<file path="config.mk">
export PLATFORM = sky130hd
export DESIGN_NAME = acbc_ctrl
export DESIGN_NICKNAME = d
export VERILOG_FILES = /design/src/rtl/core/acbc_pkg.sv /design/src/rtl/core/acbc_ctrl.sv
export VERILOG_INCLUDE_DIRS = /design/src /design/src/rtl/core
export SDC_FILE = /design/constraint.sdc
export NUM_CORES = 1
export LEC_CHECK = 0
export BUFFER_PORTS_ARGS = -buffer_cell sky130_fd_sc_hd__clkbuf_2
export CORE_UTILIZATION = 44
export DETAILED_ROUTE_END_ITERATION = 10
export PLACE_DENSITY = 0.7
export SKIP_CTS_REPAIR_TIMING = 1
export SYNTH_ARGS = -nofsm -noshare
export SYNTH_HDL_FRONTEND = slang
export SYNTH_SLANG_ARGS = --single-unit
</file>
<file path="constraint.sdc">
create_clock -name clk -period 1.5 [get_ports clk]
set_input_delay 0.225 -clock clk [delete_from_list [all_inputs] [get_ports clk]]
set_output_delay 0.225 -clock clk [all_outputs]
set_load 0.01 [all_outputs]
</file>
<file path="src/rtl/core/aes128_cbc_pkcs7_cipher_defines.svh">
// Assertion macros for the AES-128 CBC cipher block.
`ifndef AES128_CBC_PKCS7_CIPHER_DEFINES_SVH
`define AES128_CBC_PKCS7_CIPHER_DEFINES_SVH
`ifndef SYNTHESIS
`define ASSERT_IMPLIES(label, clk, rst, pre, post) \
  label: assert property (@(posedge clk) disable iff (rst) (pre) |-> (post)) \
    else $error("assertion failed");
`define ASSERT_NEXT(label, clk, rst, pre, post) \
  label: assert property (@(posedge clk) disable iff (rst) (pre) |=> (post)) \
    else $error("assertion failed");
`else
`define ASSERT_IMPLIES(label, clk, rst, pre, post)
`define ASSERT_NEXT(label, clk, rst, pre, post)
`endif
`endif

</file>
<file path="src/rtl/core/acbc_pkg.sv">
// ----------------------------------------------------------------------------
// acbc_pkg
// Shared types, constants and AES byte functions for the CBC cipher block.
// ----------------------------------------------------------------------------
package acbc_pkg;

  localparam int RoundKeyWords = 22;
  localparam int NumRounds     = 10;

  typedef enum logic [1:0] {
    CFG_KEY_HIGH = 2'd0,
    CFG_KEY_LOW  = 2'd1,
    CFG_MODE     = 2'd2
  } cfg_index_t;

  // controller -> datapath commands
  typedef struct packed {
    logic       load_in;     // latch input beat and do initial key add
    logic       load_pad;    // load full padding block for second result
    logic       round_step;  // run one round
    logic [3:0] round;       // round number being computed (1..10)
    logic       finish;      // capture result into output register
    logic       key_start;   // start key expansion
  } dp_cmd_t;

  // datapath -> controller status
  typedef struct packed {
    logic key_busy;
    logic need_pad;  // current item is full last encrypt block
  } dp_status_t;

  function automatic logic [7:0] xtime(input logic [7:0] a);
    return {a[6:0], 1'b0} ^ (a[7] ? 8'h1b : 8'h00);
  endfunction

  function automatic logic [7:0] gmul(input logic [7:0] a, input logic [7:0] b);
    logic [7:0] r;
    logic [7:0] p;
    r = 8'h00;
    p = a;
    for (int i = 0; i < 8; i++) begin
      if (b[i]) r = r ^ p;
      p = xtime(p);
    end
    return r;
  endfunction

  function automatic logic [7:0] ginv(input logic [7:0] x);
    logic [7:0] r;
    logic [7:0] p;
    logic [7:0] e;
    r = 8'h01;
    p = x;
    e = 8'd254;
    for (int i = 0; i < 8; i++) begin
      if (e[i]) r = gmul(r, p);
      p = gmul(p, p);
    end
    return r;
  endfunction

  function automatic logic [7:0] rotl8(input logic [7:0] v, input int n);
    return (v << n) | (v >> (8 - n));
  endfunction

  function automatic logic [7:0] sbox_calc(input logic [7:0] x);
    logic [7:0] b;
    b = ginv(x);
    return b ^ rotl8(b, 1) ^ rotl8(b, 2) ^ rotl8(b, 3) ^ rotl8(b, 4) ^ 8'h63;
  endfunction

  function automatic logic [7:0] isbox_calc(input logic [7:0] s);
    return ginv(rotl8(s, 1) ^ rotl8(s, 3) ^ rotl8(s, 6) ^ 8'h05);
  endfunction

  // constant tables, folded at elaboration
  typedef logic [7:0] byte_tab_t [256];

  function automatic byte_tab_t make_sbox(input logic inv);
    byte_tab_t t;
    for (int i = 0; i < 256; i++) begin
      t[i] = inv ? isbox_calc(8'(i)) : sbox_calc(8'(i));
    end
    return t;
  endfunction

  localparam byte_tab_t SBOX  = make_sbox(1'b0);
  localparam byte_tab_t ISBOX = make_sbox(1'b1);

endpackage

</file>
<file path="src/rtl/core/acbc_ctrl.sv">
// ----------------------------------------------------------------------------
// acbc_ctrl
// Sequencer: item load, ten rounds, result hand-off, optional padding block.
// ----------------------------------------------------------------------------
`include "aes128_cbc_pkcs7_cipher_defines.svh"
module acbc_ctrl (
  input  logic                clk,
  input  logic                rst,
  input  logic                in_valid,
  output logic                in_stall,
  output logic                out_valid,
  input  logic                out_stall,
  input  acbc_pkg::dp_status_t status,
  output acbc_pkg::dp_cmd_t    cmd
);
  import acbc_pkg::*;

  typedef enum logic [3:0] {
    S_IDLE  = 4'b0001,
    S_ROUND = 4'b0010,
    S_OUT   = 4'b0100,
    S_PAD   = 4'b1000
  } state_t;

  state_t     state, state_next;
  logic [3:0] round, round_next;
  logic       out_full, out_full_next;
  logic       pad_pending, pad_pending_next;

  assign in_stall  = !(state == S_IDLE) || status.key_busy;
  assign out_valid = out_full;

  always_comb begin
    state_next       = state;
    round_next       = round;
    out_full_next    = out_full;
    pad_pending_next = pad_pending;
    cmd              = '0;
    cmd.round        = round;
    if (out_full && !out_stall) out_full_next = 1'b0;
    unique case (state)
      S_IDLE: begin
        if (in_valid && !in_stall) begin
          cmd.load_in      = 1'b1;
          pad_pending_next = status.need_pad;
          round_next       = 4'd1;
          state_next       = S_ROUND;
        end
      end
      S_ROUND: begin
        cmd.round_step = 1'b1;
        round_next     = round + 4'd1;
        if (round == 4'(NumRounds)) state_next = S_OUT;
      end
      S_OUT: begin
        // wait for the output register to free up
        if (!out_full || !out_stall) begin
          cmd.finish    = 1'b1;
          out_full_next = 1'b1;
          state_next    = pad_pending ? S_PAD : S_IDLE;
        end
      end
      S_PAD: begin
        cmd.load_pad     = 1'b1;
        pad_pending_next = 1'b0;
        round_next       = 4'd1;
        state_next       = S_ROUND;
      end
      default: state_next = S_IDLE;
    endcase
  end

  always_ff @(posedge clk) begin
    if (rst) begin
      state       <= S_IDLE;
      round       <= 4'd0;
      out_full    <= 1'b0;
      pad_pending <= 1'b0;
    end else begin
      state       <= state_next;
      round       <= round_next;
      out_full    <= out_full_next;
      pad_pending <= pad_pending_next;
    end
  end

  `ASSERT_IMPLIES(a_onehot, clk, rst, 1'b1, $onehot(state))
  `ASSERT_IMPLIES(a_no_accept_busy, clk, rst, state != S_IDLE, in_stall)
  `ASSERT_NEXT(a_finish_sets_out, clk, rst, cmd.finish, out_full)
  `ASSERT_IMPLIES(a_round_range, clk, rst, state == S_ROUND,
    round >= 4'd1 && round <= 4'(NumRounds))
endmodule

</file>
==> key figures <==
Hold path
  – WHS Endpoint: pad_pending$_SDFFE_PP0P_
  – Hold path start: status[0]
  – HP Class: primary input to flop
  – Hold path cells: 3

STA
  – TNS Setup: -0.4620 ns
  – # setup viols final: 5
  – Period utilisation layout: 109.4%
  – Fin Clk Skew: between 0.004 and 0.005 ns
  – RSZ-0062 raised after global routing: yes
  – Max Slew Vio Count: 0
  – Fin worst setup slack: -0.1416 ns
  – Min Tclk post-route: approximately 1.6 ns
  – Peak Freq: between 600 and 700 MHz
  – Final hold vios: 0

Setup path
  – Crit path max fanout: 8
  – R2R Path Start: state[0]$_SDFFE_PP1P_
  – Arr. time, crit path: 1.42 ns
  – Worst r2r dst: round[2]$_SDFFE_PP0P_
  – Critical path type: flop to primary output
  – Critical path launch point type: flop
  – Crit. End Element: primary output
  – FF-to-FF setup slack: approximately 0.09 ns
  – Critical path required time: between 1 and 1.5 ns
  – Reg2reg path depth: 6

Final layout
  – Final core occ: roughly 70%
  – Layout cells sized above 1: about 47%
  – Commonest non-fill, non-tap cell in the layout: clkbuf_2
  – NumNets Final: 100
  – Ant diodes: 0
  – Most frequent cells in the layout: clkbuf_2, buf_4, a21oi_1, dfxtp_1, nor2_1
  – Area growth syn-to-layout: 38.41%

Synthesis
  – Top cells by area, synth: dfxtp_1, a21oi_1, nor4b_2
  – Synth top area share: 33.40%
  – Sequential fraction of the synthesis area: about a third
  – EDFF count, synth: 0
  – Ys async rst share: 0%
  – Post-Syn Area: between 500 and 600 um^2
  – Dominant synthesized flop cell: dfxtp_1
  – Area leader, netlist: dfxtp_1
  – Mapped Cells: 67
  – Synthesized area per cell: 8.945 um^2
  – Post-synth cell types: 32
  – Synthesis Warnings: 0
  – Synth Register Bits: 10
  – Syn_nets: 75

Power
  – Gate power share: between 20% and 30%
  – Power consumption: roughly 780 uW
  – Switching Power: 236.9 uW
  – Pwr Density: ~940 nW/um^2
  – Max VDD drop: 555.6 uV
  – Seq pwr share: around two fifths
  – Clk pwr share: 32.7%
  – Leakage: about 0.36 nW
  – Internal: between 500 and 600 uW
  – Switching Share: a little under a third

Place
  – Port Buf Inserts: 15
  – GPL Wtd Cong: between 0.7 and 0.8
  – Post-detail-place hpwl: approximately 940 um

Route
  – Vias: about 570
  – Post-Route WL: approximately 1.4 mm
  – Routed wire per std cell: roughly 14 um
  – Initial drt markers: 15
  – Drt drc: 0
  – DRT Pass-1 Iters: 4
  – DR vias/cell: between 5 and 6
  – Final antenna-violating net count: 0

Floorplanning
  – Die width: roughly 40 um
  – Die H: a little under 40 um
  – I/O pin cnt: 17
  – Core outline area: 1186 um^2
  – Site Rows: 12
  – Initial Utilization: between 50 and 60%
  – Die Area: ~1500 um^2

Global route
  – Initial antenna violation count: 0
  – First-pass GRT wire length: 2.007 mm
  – Vias in the first global route: ~460
  – GR Overflow Total: 0
  – Largest net degree at the start of global routing: 10
  – Gr usage total: about a fifth

CTS
  – H-tree levels: 1
  – Root Buffer: clkbuf_4
  – TritonCTS clock tree: done
  – Num CTS Buffers: 3
  – CTS clk-pin slew, worst paths: approximately 0.070 ns
  – Worst-case clock buffer depth: 2
  – Clk_lat worst skew: around 0.28 ns
  – CTS Sinks: 10

Run status
  – Outcome: complete, but fails checks
  – Failing checks: negative setup slack

Job
  – MaxCap Viol Count: 0
-- sequential cells by signal, summed over array words and instances, names as in the netlist --
name         count
state            4
pad_pending      1
out_valid        1
round            4
-- synthesized netlist by cell type (2+ instances only) --
master / number
o21ai_0: 4
nor2_1: 5
a21oi_1: 6
nand2_1: 2
nor3_1: 3
dfxtp_1: 10
ha_1: 2
inv_1: 4
nand3_1: 2
nor4b_2: 2
a21boi_0: 2
and3b_2: 2
or3_1: 4
-- stage by stage --
| step | instances | area, um^2 | hold slack, ns | setup WS, ns |
|---|---|---|---|---|
| after floorplan | 67 | 599.3 | 0.3657 | 0.09626 |
| after global placement | 99 | 716.9 | 0.4429 | 0.03763 |
| after detailed placement | 99 | 716.9 | 0.4444 | 0.03443 |
| after CTS | 103 | 753.2 | 0.2083 | -0.2662 |
| after global routing | 105 | 829.5 | 0.2593 | -0.1737 |
| final | 105 | 829.5 | 0.2364 | -0.1416 |
-- worst max-delay path by stage --
stage / from / endpoint / slack (ns) / cells past startpoint
6_report: state[0]$_SDFFE_PP1P_ / cmd[6] / -0.14 / 3
5_1_grt: state[0]$_SDFFE_PP1P_ / cmd[6] / -0.17 / 3
4_1_cts: state[0]$_SDFFE_PP1P_ / cmd[8] / -0.27 / 3
3_5_place_dp: state[1]$_SDFFE_PP0P_ / round[0]$_SDFFE_PP0P_ / 0.03 / 4
3_3_place_gp: state[2]$_SDFFE_PP0P_ / state[2]$_SDFFE_PP0P_ / 0.04 / 4
2_1_floorplan: state[3]$_SDFFE_PP0P_ / round[2]$_SDFFE_PP0P_ / 0.1 / 3
-- power by group through the flow --
stage          Clock, mW  Combinational, mW  Sequential [mW]
6_report           0.256              0.210            0.317
5_1_grt            0.271              0.227            0.321
4_1_cts            0.263              0.187            0.308
3_5_place_dp           0              0.186            0.314
3_3_place_gp           0              0.184            0.313
2_1_floorplan          0              0.148            0.298
-- cell type report --
cell class | count | area [um^2]
Multi-Input combinational cell | 49 | 387.9
Fill cell | 95 | 356.6
Sequential cell | 10 | 215.2
Timing Repair Buffer | 24 | 155.1
Clock buffer | 4 | 36.28
Inverter | 4 | 17.52
Tap cell | 14 | 17.52
-- layer usage --
metal	GRT usage (%)	up-vias	wire length (um)
met5	0	-	0
met4	12.93	0	40
met3	6.936	5	80
met2	27.50	16	631
met1	27.72	264	676
li1	-	288	-
-- critical path, stage by stage (launching register included) --
cell,delay (ns)
dfxtp_4,0.38
or4b_4,0.57
inv_4,0.09
buf_6,0.10
-- cells by family (layout without fill, tap and decap cells) --
| group | Yosys count | in the layout | synth area share, % |
|---|---|---|---|
| buf+inv | 8 | 32 | 7.096 |
| flops | 10 | 10 | 33.40 |
| xor+xnor | 1 | 1 | 1.462 |
| simple gates | 28 | 28 | 32.99 |
| mux | 2 | 2 | 3.549 |
| other cells | 1 | 1 | 0.6257 |
| fa+ha+maj | 2 | 2 | 4.175 |
| compound gates | 15 | 15 | 16.70 |
No activity file was read; power rests on OpenSTA's default activity.
